## config.mk

```make
export PLATFORM = sky130hd
export DESIGN_NAME = gsp_ctrl
export DESIGN_NICKNAME = d
export VERILOG_FILES = /design/src/rtl/gsp_pkg.sv /design/src/rtl/gsp_ctrl.sv
export SDC_FILE = /design/constraint.sdc
export NUM_CORES = 1
export LEC_CHECK = 0
export BUFFER_PORTS_ARGS = -buffer_cell sky130_fd_sc_hd__buf_4
export CAP_MARGIN = 20
export CORE_MARGIN = 2
export CORE_UTILIZATION = 34
export DETAILED_ROUTE_END_ITERATION = 8
export PLACE_DENSITY = 0.66
export REMOVE_ABC_BUFFERS = 1
export SKIP_CTS_REPAIR_TIMING = 1
export SLEW_MARGIN = 10
export SYNTH_ARGS = -nofsm -noshare
export SYNTH_HDL_FRONTEND = slang
export SYNTH_SLANG_ARGS = --single-unit
```

## constraint.sdc

```tcl
create_clock -name clock -period 1.45 [get_ports clock]
set_input_delay 0.29 -clock clock [delete_from_list [all_inputs] [get_ports clock]]
set_output_delay 0.29 -clock clock [all_outputs]
set_load 0.005 [all_outputs]
```

## src/rtl/gsp_pkg.sv

```systemverilog
// shared types and constants of the glyph shelf packer
`default_nettype none
package gsp_pkg;
   localparam logic [3:0] ST_PLACED        = 4'd0;
   localparam logic [3:0] ST_EMPTY         = 4'd1;
   localparam logic [3:0] ST_NO_OWNER      = 4'd2;
   localparam logic [3:0] ST_EMPTY_PAYLOAD = 4'd3;
   localparam logic [3:0] ST_BAD_ENC       = 4'd4;
   localparam logic [3:0] ST_MISFIT        = 4'd5;
   localparam logic [3:0] ST_BUDGET        = 4'd6;
   localparam logic [3:0] ST_TABLE_FULL    = 4'd7;
   localparam logic [3:0] ST_FAILED        = 4'd8;

   localparam logic CSR_PAGE_SIZE = 1'b0;
   localparam logic CSR_MAX_PAGES = 1'b1;

   // commands from controller to datapath
   typedef struct packed {
      logic load;        // capture item and run checks
      logic key_clear;   // reset key scan pointer
      logic key_step;    // examine one key entry
      logic page_clear;  // reset page scan pointer
      logic page_step;   // examine one page
      logic commit;      // write page and key state
      logic finish;      // load result register
      logic set_fail;    // latch layout failure
   } cmd_type;

   // status from datapath to controller
   typedef struct packed {
      logic       failed;     // layout already failed (after optional clear)
      logic [3:0] chk_status; // validation status, ST_PLACED if clean
      logic       key_done;
      logic       key_hit;
      logic       key_free;
      logic       page_done;
      logic       page_found;
      logic       can_open;
   } sts_type;
endpackage
`default_nettype wire

```

## src/rtl/gsp_ctrl.sv

```systemverilog
// controller state machine of the glyph shelf packer
`default_nettype none
module gsp_ctrl (
   input  wire              clock,
   input  wire              reset,
   input  wire              req_valid,
   output logic             req_ready,
   input  wire              out_full,
   input  wire gsp_pkg::sts_type sts,
   output gsp_pkg::cmd_type cmd,
   output logic [3:0]       fin_status,
   output logic             fin_place
);
   import gsp_pkg::*;

   localparam logic [2:0] S_IDLE  = 3'd0;
   localparam logic [2:0] S_CHECK = 3'd1;
   localparam logic [2:0] S_KEY   = 3'd2;
   localparam logic [2:0] S_PAGE  = 3'd3;
   localparam logic [2:0] S_DONE  = 3'd4;

   logic [2:0] state_ff, state_in;
   logic [3:0] res_status_ff, res_status_in;
   logic       res_place_ff, res_place_in;

   assign req_ready = (state_ff == S_IDLE);
   assign fin_status = res_status_ff;
   assign fin_place = res_place_ff;

   always_comb begin
      state_in = state_ff;
      res_status_in = res_status_ff;
      res_place_in = res_place_ff;
      cmd = '0;
      unique case (state_ff)
         S_IDLE: begin
            if (req_valid) begin
               cmd.load = 1'b1;
               state_in = S_CHECK;
            end
         end
         S_CHECK: begin
            res_place_in = 1'b0;
            if (sts.failed) begin
               res_status_in = ST_FAILED;
               state_in = S_DONE;
            end else if (sts.chk_status != ST_PLACED) begin
               res_status_in = sts.chk_status;
               cmd.set_fail = (sts.chk_status != ST_EMPTY);
               state_in = S_DONE;
            end else begin
               cmd.key_clear = 1'b1;
               state_in = S_KEY;
            end
         end
         S_KEY: begin
            if (sts.key_hit) begin
               res_status_in = ST_PLACED;
               res_place_in = 1'b0;
               state_in = S_DONE;
            end else if (sts.key_done) begin
               if (!sts.key_free) begin
                  res_status_in = ST_TABLE_FULL;
                  cmd.set_fail = 1'b1;
                  state_in = S_DONE;
               end else begin
                  cmd.page_clear = 1'b1;
                  state_in = S_PAGE;
               end
            end else begin
               cmd.key_step = 1'b1;
            end
         end
         S_PAGE: begin
            if (sts.page_found) begin
               cmd.commit = 1'b1;
               res_status_in = ST_PLACED;
               res_place_in = 1'b1;
               state_in = S_DONE;
            end else if (sts.page_done) begin
               if (sts.can_open) begin
                  cmd.commit = 1'b1;
                  res_status_in = ST_PLACED;
                  res_place_in = 1'b1;
               end else begin
                  res_status_in = ST_BUDGET;
                  cmd.set_fail = 1'b1;
               end
               state_in = S_DONE;
            end else begin
               cmd.page_step = 1'b1;
            end
         end
         S_DONE: begin
            if (!out_full) begin
               cmd.finish = 1'b1;
               state_in = S_IDLE;
            end
         end
         default: state_in = S_IDLE;
      endcase
   end

   always_ff @(posedge clock) begin
      if (reset) begin
         state_ff <= S_IDLE;
      end else begin
         state_ff <= state_in;
      end
      res_status_ff <= res_status_in;
      res_place_ff <= res_place_in;
   end
endmodule
`default_nettype wire

```

**Word level (Yosys, flattened, before mapping)**

Cells that the tools add are included.

- Register bits after elaboration: 8
- Input bits: 15
- Output and inout port bits: 14
- Logic and storage cells: 73

- Reductions and logical operators: 6
- Multiplexer cells: 51
- Equal/unequal tests: 13

Operator list:

| cell | count |
|---|---|
| two-way mux 3 bit | 10 |
| two-way mux 4 bit | 7 |
| two-way mux 1 bit | 27 |
| != test 3 bit (second input constant) | 5 |
| case mux 3 bit (5 select lines) | 1 |
| case mux 4 bit (3 select lines) | 1 |
| AND reduction 4 bit | 2 |
| == test 3 x 2 -> 1 bit (second input constant) | 2 |
| two-way mux 2 bit | 3 |
| != test 2 bit (second input constant) | 3 |
| case mux 1 bit (3 select lines) | 2 |
| AND reduction 5 bit | 1 |
| != test 4 x 1 -> 1 bit (second input constant) | 1 |
| nonzero test 4 bit | 1 |
| == test 3 x 1 -> 1 bit (second input constant) | 1 |
| == test 3 bit (second input constant) | 1 |
| zero test 3 bit | 1 |
| nonzero test 3 bit | 1 |

**Logic depth before layout (Yosys ltp)**

Gate-level depths: netlist of the first run.

- Depth after elaboration: 4
- Mapped depth: 5
- Gate-level depth less buffers: 4

**Worst setup path after synthesis of the first run**

Ideal clock, no wire load.

- Kind: register -> register
- Start point: register state_ff[1]
- End point: register res_status_ff[0] (netlist: fin_status[0]), enable pin
- Slack: -128 ps
- Data arrival time: 1325 ps
- Period minus slack after synthesis: 1578 ps
- Setup time: 253 ps
- Data required time: 1197 ps
- Stages on the path, launching flop included: 5
- Cells stage by stage: dfxtp_1 -> or4b_4 -> nor3b_4 -> nand3b_1 -> inv_1

- Cells in the longest elaborated chain, start to end: 3
- Elaborated cells between the ends (all ways): 9

Ends and longest elaborated chain:

| what | line | RTL |
|---|---|---|
| start, declared | gsp_ctrl.sv:22 | `logic [2:0] state_ff, state_in;` |
| start signal, assigned | gsp_ctrl.sv:108 | `state_ff <= state_in;` |
| == test 3 x 1 -> 1 bit or == test 3 x 2 -> 1 bit (tied branches) | gsp_ctrl.sv:35 | `unique case (state_ff)` |
| != test 3 bit (no line) or nonzero test 3 bit (tied branches) | -- |  |
| AND reduction 5 bit (no line) (*) | -- |  |
| end signal, assigned | gsp_ctrl.sv:110 | `res_status_ff <= res_status_in;` |
| end, declared | gsp_ctrl.sv:23 | `logic [3:0] res_status_ff, res_status_in;` |

Mark *: on every way between the ends. The rest lies on a longest branch, timed or not.
A chain may end at the register's enable or synchronous reset.

==> flow_summary_export.csv, run 1 <==
group,metric,value,unit
place,place_congestion,0.926,
timing,timing.hold.ws,188,ps
timing,slew_headroom,73.5,%
timing,hold_viol_final,0,
power_and_ir_drop,p_total,1.72,mW
timing,clock_skew,4.11,ps
setup_path,critPathMaxFanout,3,
synth,yosys.area_share.simple,37.2,%
synth,synth_fa_ha_area_share,0,%
setup_path,rrSetupSlack,-140,ps
floorplanning,dieHeight,43.9,µm
final_layout,final_util,67.2,%
setup_path,slowest_stage,"or4b_4",
drt,viasPerCell,5.22,
setup_path,worst_setup_path_end_kind,"primary output",
power_and_ir_drop,power_density,1700,nW/µm²
floorplanning,initial_core_util,36.0,%
clock_network,cts_root_buf,"clkbuf_4",
final_layout,area_delta_synth_final,86.8,%
place,dp_worst_setup_slack,-208,ps
setup_path,cp.required,1160,ps
final_layout,final_layout_size_suffix_gt1_share,56.5,%
synth,synth_xor_area_share,0,%
final_layout,fin_area,1010,µm²
drt,num_vias,684,
floorplanning,fp.dieArea,1930,µm²
clock_network,clock_path_buffers,2,
synth,synth_cells,67,
clock_network,cts_inserted_buffers,3,
synth,synth-compound-area-share,18.2,%
clock_network,clk_latency,260,ps
hold_path,hold_depth,2,
floorplanning,fp.dieW,43.9,µm
clock_network,cts_tree,"built",
setup_path,rr_startpoint,"state_ff[1]$_SDFFE_PP0P_",
clock_network,ctsHtreeMaxLevel,1,
place,placed_area,861,µm²
hold_path,min_from,"reset",
run,maxCapViolations,0,
setup_path,arrival,1500,ps
floorplanning,ios,29,
setup_path,path_class,"reg -> out",
place,port_buffers,28,
setup_path,r2r_end,"fin_status[3]$_DFFE_PP_",
floorplanning,fp-row-count,14,
status,status,"finished with violations",
global_routing,grt-ovfl-total,0,
hold_path,hold_end,"state_ff[2]$_SDFFE_PP0P_",
setup_path,slowest_delay,540,ps
drt,drc,0,
synth,synth_mux_area_share,0,%
synth,synth_top_family_by_area,"simple AND/OR/NAND/NOR gates",
final_layout,nNetsFinal,131,
synth,yosysWarnings,0,
final_layout,diodes,0,
timing,rsz0062_at_grt,"yes",
global_routing,grt_pass1_wl,2530,µm
timing,period_share,123,%
drt,first_iter_violations,15,
timing,period_needed,1790,ps
place,dp_cells,122,
synth,netlist_area,542,µm²
power_and_ir_drop,leakage,0.488,nW
synth,synth_cell_types,25,
synth,ys_ff_latch,8,
power_and_ir_drop,peakVddDrop,979,µV
global_routing,grt_max_degree,9,
timing,max_freq,559,MHz
drt,finalWirelength,1730,µm
global_routing,grt_pass1_vias,631,
timing,timing.setup.tns,-2670,ps
status,violations,"setup timing",
final_layout,instances_no_fill,131,
timing,worst_slack,-339,ps
global_routing,track_usage,17.5,%
drt,antenna_left,0,
drt,wl_per_cell,13.2,µm
place,dp.final_hpwl,1270,µm
timing,tightest_slew,392,ps
setup_path,crit_path_cell_trace,"or4b_4, nor3b_4, buf_4",
timing,setup_violations,14,
final_layout,fillCellCount,121,
clock_network,clkTransAtPathRegs,60,ps
hold_path,hp-class,"in -> reg",
global_routing,antenna_found_initial,0,
timing,final-max-slew-violation-count,0,
clock_network,clock_sinks,8,
floorplanning,core_area,1510,µm²
synth,synth.avg_cell_area,8.09,µm²
setup_path,r2r_cells,4,
drt,dr.pass1.iters,4,
setup_path,critPathLaunchType,"flop",
synth,synth-seq-area-share,38.8,%
## how the worst max path moves through the flow
stage / from / endpoint / slack (ps) / depth (start not counted)
finish: state_ff[1]$_SDFFE_PP0P_ / cmd[6] / -340 / 3
global placement: sts[10] / fin_status[3]$_DFFE_PP_ / -150 / 5
global route: state_ff[1]$_SDFFE_PP0P_ / cmd[6] / -380 / 3
floorplan: state_ff[2]$_SDFFE_PP0P_ / fin_status[0]$_DFFE_PP_ / -220 / 4
CTS: state_ff[2]$_SDFFE_PP0P_ / cmd[0] / -370 / 5
detailed placement: sts[10] / fin_status[2]$_DFFE_PP_ / -210 / 5
## cells in the final DEF (no fill, tap or decap), types with 2 or more instances in the layout
cell,netlist,layout
clkbuf_4,0,3
buf_6,0,7
inv_1,5,4
nor3_2,0,2
nand3b_1,2,2
dfxtp_2,0,2
a21o_1,3,3
nor3_1,7,4
nor2_2,0,2
nor2_1,13,10
edfxtp_1,5,5
a31oi_1,2,2
buf_4,0,39
a21oi_1,5,4
inv_2,1,2
o21ai_1,2,2
nand2_1,5,5
o21ai_0,2,2
## sequential cells by signal, summed over array words and instances (netlist names)
register / count
fin_status: 4
state_ff: 3
fin_place: 1
## critical path, delay by kind of cell (launching register included)
| kind | cells | cell delay [ps] |
|---|---|---|
| flops | 1 | 320 |
| buf+inv | 1 | 150 |
| simple gates | 2 | 780 |
## cell usage after synthesis
master	count	area, µm²
a21o_1	3	22.5
a21oi_1	5	25.0
a31oi_1	2	12.5
and2_1	1	6.26
buf_2	1	5.00
clkbuf_1	1	3.75
dfxtp_1	3	60.1
edfxtp_1	5	150
inv_1	5	18.8
inv_2	1	3.75
nand2_1	5	18.8
nand3_1	1	5.00
nand3b_1	2	15.0
nor2_1	13	48.8
nor2b_1	1	6.26
nor3_1	7	35.0
nor3b_4	1	18.8
nor4b_1	1	8.76
nor4b_2	1	15.0
nor4bb_1	1	10.0
o21ai_0	2	10.0
o21ai_1	2	10.0
o311a_1	1	10.0
o31a_1	1	8.76
or4b_4	1	13.8
## logic make-up after synthesis
kind of cell / count (synthesis)
AOI/OAI and AO/OA: 16
buffers and inverters: 8
and+or+nand+nor: 35
DFF: 8
## per-layer routing
metal / global-route usage [%] / share of wire [%] / vias to the layer above / wire [µm]
li1: - / - / 340 / -
met1: 20.7 / 42 / 304 / 725
met2: 30.3 / 49 / 38 / 843
met3: 5.83 / 9.0 / 2 / 155
met4: 4.24 / 0.29 / 0 / 5
met5: 0 / 0 / - / 0
## power by group
| part | internal (mW) | switching, mW |
|---|---|---|
| clock network | 0.106 | 0.0867 |
| logic | 0.613 | 0.501 |
| registers | 0.376 | 0.0362 |
| total | 1.09 | 0.624 |
## layout make-up
type / instances / area, µm² / share of cell area, %
repair buffers: 46 / 372 / 36.7
clock buffers: 4 / 26.3 / 2.60
multi-input cells: 51 / 359 / 35.5
well taps: 16 / 20.0 / 1.98
inverters: 6 / 22.5 / 2.22
flip-flops and latches: 8 / 213 / 21.0
Note: power is estimated with default switching activity, not from simulation.
==> inputs of run 2 (changes only) <==
--- a/config.mk
+++ b/config.mk
@@ -5,7 +5,7 @@
 export SDC_FILE = /design/constraint.sdc
 export NUM_CORES = 1
 export LEC_CHECK = 0
-export BUFFER_PORTS_ARGS = -buffer_cell sky130_fd_sc_hd__buf_4
+export BUFFER_PORTS_ARGS = -buffer_cell sky130_fd_sc_hd__buf_2
 export CAP_MARGIN = 20
 export CORE_MARGIN = 2
 export CORE_UTILIZATION = 34
==> constraint.sdc (replaced) <==
create_clock -name clock -period 1.45 [get_ports clock]
set_input_delay 0.29 -clock clock [delete_from_list [all_inputs] [get_ports clock]]
set_output_delay 0.29 -clock clock [all_outputs]
set_load 0.02 [all_outputs]
==> flow_summary_export.csv, run 2 (synthesized netlist as in run 1, its figures left out) <==
group,metric,value,unit
floorplanning,fp.dieW,43.9,µm
timing,hold_viol_final,0,
global_routing,track_usage,16.8,%
final_layout,final_common_cell,"buf_4",
global_routing,grt_pass1_vias,555,
clock_network,cts_root_buf,"clkbuf_4",
floorplanning,core_area,1510,µm²
status,violations,"setup timing",
clock_network,clk_latency,270,ps
drt,first_iter_violations,9,
final_layout,fin_area,1010,µm²
timing,final-max-slew-violation-count,0,
setup_path,cp_common_cell,"buf_4",
final_layout,final_cell_mix,"buf_4, buf_2, nor2_1, buf_6, edfxtp_1",
global_routing,antenna_found_initial,0,
clock_network,cts_inserted_buffers,3,
timing,worst_slack,-414,ps
timing,period_share,129,%
place,dp.final_hpwl,1160,µm
global_routing,grt-ovfl-total,0,
floorplanning,fp-row-count,14,
timing,max_freq,536,MHz
setup_path,worst_setup_path_end_kind,"primary output",
drt,dr.pass1.iters,4,
final_layout,final_layout_size_suffix_gt1_share,62.4,%
final_layout,area_delta_synth_final,86.6,%
floorplanning,fp.dieArea,1930,µm²
timing,slew_headroom,78.7,%
floorplanning,ios,29,
drt,num_vias,706,
setup_path,critPathLaunchType,"flop",
setup_path,critPathMaxFanout,5,
drt,antenna_left,0,
setup_path,setup.worst_path.start,"state_ff[1]$_SDFFE_PP0P_",
setup_path,slowest_delay,330,ps
final_layout,final_util,67.1,%
timing,clock_skew,0.615,ps
setup_path,slowest_stage,"dfxtp_2",
status,status,"finished with violations",
power_and_ir_drop,power.share.clock,10.0,%
hold_path,min_from,"reset",
final_layout,nNetsFinal,133,
global_routing,grt_max_degree,10,
setup_path,rr_startpoint,"state_ff[1]$_SDFFE_PP0P_",
clock_network,clock_path_buffers,2,
power_and_ir_drop,leakage,0.497,nW
clock_network,clock_sinks,8,
final_layout,fillCellCount,123,
clock_network,cts_tree,"built",
power_and_ir_drop,switching_share,41.5,%
global_routing,grt_pass1_wl,2330,µm
setup_path,crit_path_cell_trace,"buf_4, buf_6, nor4b_2, buf_4, nand2_1, o21ai_1, buf_4",
power_and_ir_drop,pwr-share-comb,68.4,%
power_and_ir_drop,power_density,1950,nW/µm²
final_layout,diodes,0,
power_and_ir_drop,p_total,1.97,mW
final_layout,largest_register_ffs,4,
run,maxCapViolations,0,
timing,period_needed,1860,ps
power_and_ir_drop,power_frac_seq,21.5,%
timing,setup_violations,17,
setup_path,arrival,1570,ps
drt,wl_per_cell,14.1,µm
drt,drc,0,
clock_network,clkTransAtPathRegs,60,ps
floorplanning,dieHeight,43.9,µm
power_and_ir_drop,power_switching,817,µW
hold_path,hp-class,"in -> reg",
place,port_buffers,28,
timing,tightest_slew,317,ps
clock_network,ctsHtreeMaxLevel,1,
drt,viasPerCell,5.31,
floorplanning,initial_core_util,36.0,%
place,placed_area,783,µm²
place,place_congestion,0.870,
timing,rsz0062_at_grt,"yes",
drt,finalWirelength,1870,µm
setup_path,cp.required,1160,ps
power_and_ir_drop,power.internal,1.15,mW
power_and_ir_drop,peakVddDrop,1040,µV
setup_path,path_class,"reg -> out",
## run 2: cell count changes in the layout (fill, tap and decap cells not counted), moves of 2 or more
cell    before  now
buf_2        0   19
buf_6        7    9
nor3_1       4    2
buf_4       39   20
## run 2: routing by layer
layer / share of wire, % / global-route usage, %
met1: 39 / 19.0
met2: 50 / 27.1
met3: 7.5 / 7.50
met4: 3.2 / 7.27
met5: 0 / 0
## run 2: path summary, 6_finish.rpt
| kind | to | slack (ps) | cells past startpoint |
|---|---|---|---|
| setup / recovery | cmd[0] | -410 | 7 |
| hold / removal | state_ff[2]$_SDFFE_PP0P_ | 190 | 2 |
| setup reg to reg | fin_status[0]$_DFFE_PP_ | -160 | 4 |
| hold reg to reg | fin_status[3]$_DFFE_PP_ | 720 | 3 |
## run 2: metrics by stage
| step | TNS (ps) | instances | hold slack [ps] | worst slack (ps) |
|---|---|---|---|---|
| after floorplan | -2270 | 65 | 359 | -355 |
| after global placement | -1130 | 121 | 475 | -168 |
| after detailed placement | -1290 | 121 | 475 | -202 |
| after CTS | -2970 | 125 | 191 | -431 |
| after global routing | -4210 | 133 | 194 | -443 |
| final | -3340 | 133 | 194 | -414 |
## run 2: worst max-delay path: cells and delay by family (launching register included)
kind	cells	cell delay [ps]
and+or+nand+nor	2	270
AOI/OAI and AO/OA	1	140
buffers and inverters	4	550
DFF	1	330
## run 2: power by group through the flow
stage	Combinational, mW	Sequential [mW]	Clock (mW)
global placement	0.905	0.411	0
detailed placement	0.914	0.414	0
finish	1.35	0.424	0.198
floorplan	0.399	0.550	0
CTS	0.916	0.409	0.202
global route	1.42	0.433	0.212
## run 2: area by class of cell
type	count	area (µm²)	area share, %
inverters	6	25.0	2.48
clock buffers	4	26.3	2.60
flip-flops and latches	8	214	21.2
well taps	16	20.0	1.98
multi-input cells	51	379	37.5
repair buffers	48	347	34.3
==> inputs of run 3 (changes only) <==
--- a/config.mk
+++ b/config.mk
@@ -7,10 +7,12 @@
 export LEC_CHECK = 0
 export BUFFER_PORTS_ARGS = -buffer_cell sky130_fd_sc_hd__buf_2
 export CAP_MARGIN = 20
+export CELL_PAD_IN_SITES_DETAIL_PLACEMENT = 1
+export CELL_PAD_IN_SITES_GLOBAL_PLACEMENT = 1
 export CORE_MARGIN = 2
-export CORE_UTILIZATION = 34
+export CORE_UTILIZATION = 26
 export DETAILED_ROUTE_END_ITERATION = 8
-export PLACE_DENSITY = 0.66
+export PLACE_DENSITY_LB_ADDON = 0.1
 export REMOVE_ABC_BUFFERS = 1
 export SKIP_CTS_REPAIR_TIMING = 1
 export SLEW_MARGIN = 10
==> flow_summary_export.csv, run 3 (synthesized netlist as in run 1, its figures left out) <==
group,metric,value,unit
clock_network,ctsHtreeMaxLevel,1,
final_layout,instances_no_fill,152,
timing,clock_skew,15.9,ps
status,violations,"setup timing",
drt,finalWirelength,2770,µm
place,dp_worst_setup_slack,-201,ps
timing,period_share,130,%
hold_path,hold_end,"state_ff[2]$_SDFFE_PP0P_",
clock_network,cts_root_buf,"clkbuf_4",
drt,dr.pass1.iters,4,
final_layout,final_cell_mix,"buf_4, buf_2, buf_6",
power_and_ir_drop,power_density,1890,nW/µm²
floorplanning,dieHeight,49.6,µm
global_routing,track_usage,17.7,%
setup_path,arrival,1590,ps
drt,antenna_left,0,
setup_path,path_buf_inv,1,
power_and_ir_drop,peakVddDrop,1030,µV
global_routing,grt_max_degree,14,
final_layout,nNetsFinal,141,
timing,slew_headroom,73.1,%
hold_path,min_from,"reset",
setup_path,worst_setup_path_end_kind,"primary output",
clock_network,clock_path_buffers,2,
setup_path,slowest_stage,"or4b_4",
timing,tightest_slew,400,ps
setup_path,crit_path_cell_trace,"or4b_4, nor3b_4, buf_6",
drt,num_vias,768,
place,port_buffers,28,
timing,timing.hold.ws,202,ps
timing,final-max-slew-violation-count,0,
timing,max_freq,531,MHz
global_routing,grt_pass1_vias,695,
drt,drc,0,
global_routing,use_met3,7.27,%
floorplanning,ios,29,
global_routing,use_met1,19.9,%
final_layout,fillCellCount,243,
final_layout,largest_register_ffs,4,
final_layout,final_layout_size_suffix_gt1_share,70.4,%
hold_path,hold_depth,2,
setup_path,rrSetupSlack,-240,ps
global_routing,antenna_found_initial,0,
setup_path,cp_top_family,"simple AND/OR/NAND/NOR gates",
place,place_congestion,0.764,
clock_network,clock_sinks,8,
timing,period_needed,1880,ps
final_layout,final_common_cell,"buf_4",
timing,hold_viol_final,0,
global_routing,grt-ovfl-total,0,
setup_path,r2r_end,"fin_status[3]$_DFFE_PP_",
setup_path,rr_startpoint,"state_ff[0]$_SDFFE_PP0P_",
setup_path,critPathLaunchType,"flop",
run,maxCapViolations,0,
floorplanning,fp.dieArea,2460,µm²
global_routing,use_met2,27.6,%
place,dp.final_hpwl,1610,µm
clock_network,cts_inserted_buffers,3,
drt,viasPerCell,5.05,
floorplanning,fp.dieW,49.6,µm
floorplanning,core_area,1960,µm²
drt,wl_per_cell,18.2,µm
setup_path,slowest_delay,520,ps
setup_path,path_class,"reg -> out",
floorplanning,initial_core_util,27.6,%
global_routing,grt_pass1_wl,3080,µm
final_layout,diodes,0,
timing,setup_violations,18,
timing,rsz0062_at_grt,"yes",
drt,first_iter_violations,6,
clock_network,clk_latency,280,ps
timing,worst_slack,-432,ps
floorplanning,fp-row-count,16,
hold_path,hp-class,"in -> reg",
clock_network,clkTransAtPathRegs,50,ps
clock_network,cts_tree,"built",
final_layout,area_delta_synth_final,111,%
setup_path,critPathMaxFanout,3,
global_routing,busiest_layer,"met2",
setup_path,cp.required,1160,ps
status,status,"finished with violations",
setup_path,r2r_cells,4,
place,dp_cells,142,
power_and_ir_drop,leakage,0.543,nW
run 3: power breakdown:
group | total [mW] | internal (mW) | switching, mW
clock | 0.203 | 0.106 | 0.0964
combinational | 1.53 | 0.731 | 0.795
sequential | 0.429 | 0.379 | 0.0495
run 3: final cells by class:
| cell class | instances | area (µm²) | share of cell area (%) |
|---|---|---|---|
| Inverter | 6 | 22.5 | 1.97 |
| Tap cell | 27 | 33.8 | 2.96 |
| Sequential cell | 8 | 214 | 18.7 |
| Multi-Input combinational cell | 51 | 418 | 36.6 |
| Timing Repair Buffer | 56 | 428 | 37.5 |
| Clock buffer | 4 | 26.3 | 2.30 |
run 3: metrics by stage:
step	instance area, µm²	power, mW	TNS [ps]	utilization, %
CTS	898	1.63	-3620	45.8
floorplan	533	0.948	-2270	-
finish	1140	2.16	-3640	58.2
detailed placement	872	1.43	-1590	44.5
global route	1140	2.28	-4470	58.2
global placement	872	1.39	-1290	44.5
run 3: worst register-to-register path, delay by kind of cell (launching register included):
kind	cells	cell delay, ps
buf+inv	1	90
flops	1	370
simple gates	3	990
run 3: worst max-delay path by stage:
stage	startpoint	to	slack [ps]	depth (start not counted)
2_1_floorplan	state_ff[2]$_SDFFE_PP0P_	fin_status[0]$_DFFE_PP_	-350	4
3_3_place_gp	sts[10]	cmd[0]	-180	6
3_5_place_dp	sts[10]	cmd[0]	-200	6
4_1_cts	state_ff[2]$_SDFFE_PP0P_	cmd[0]	-450	5
5_1_grt	state_ff[0]$_SDFFE_PP0P_	cmd[6]	-480	3
6_report	state_ff[0]$_SDFFE_PP0P_	cmd[6]	-430	3
run 3: layer usage:
layer	share of wire, %	wire length, µm
met4	3.9	107
met2	52	1440
met5	0	0
met1	38	1050
met3	6.1	169
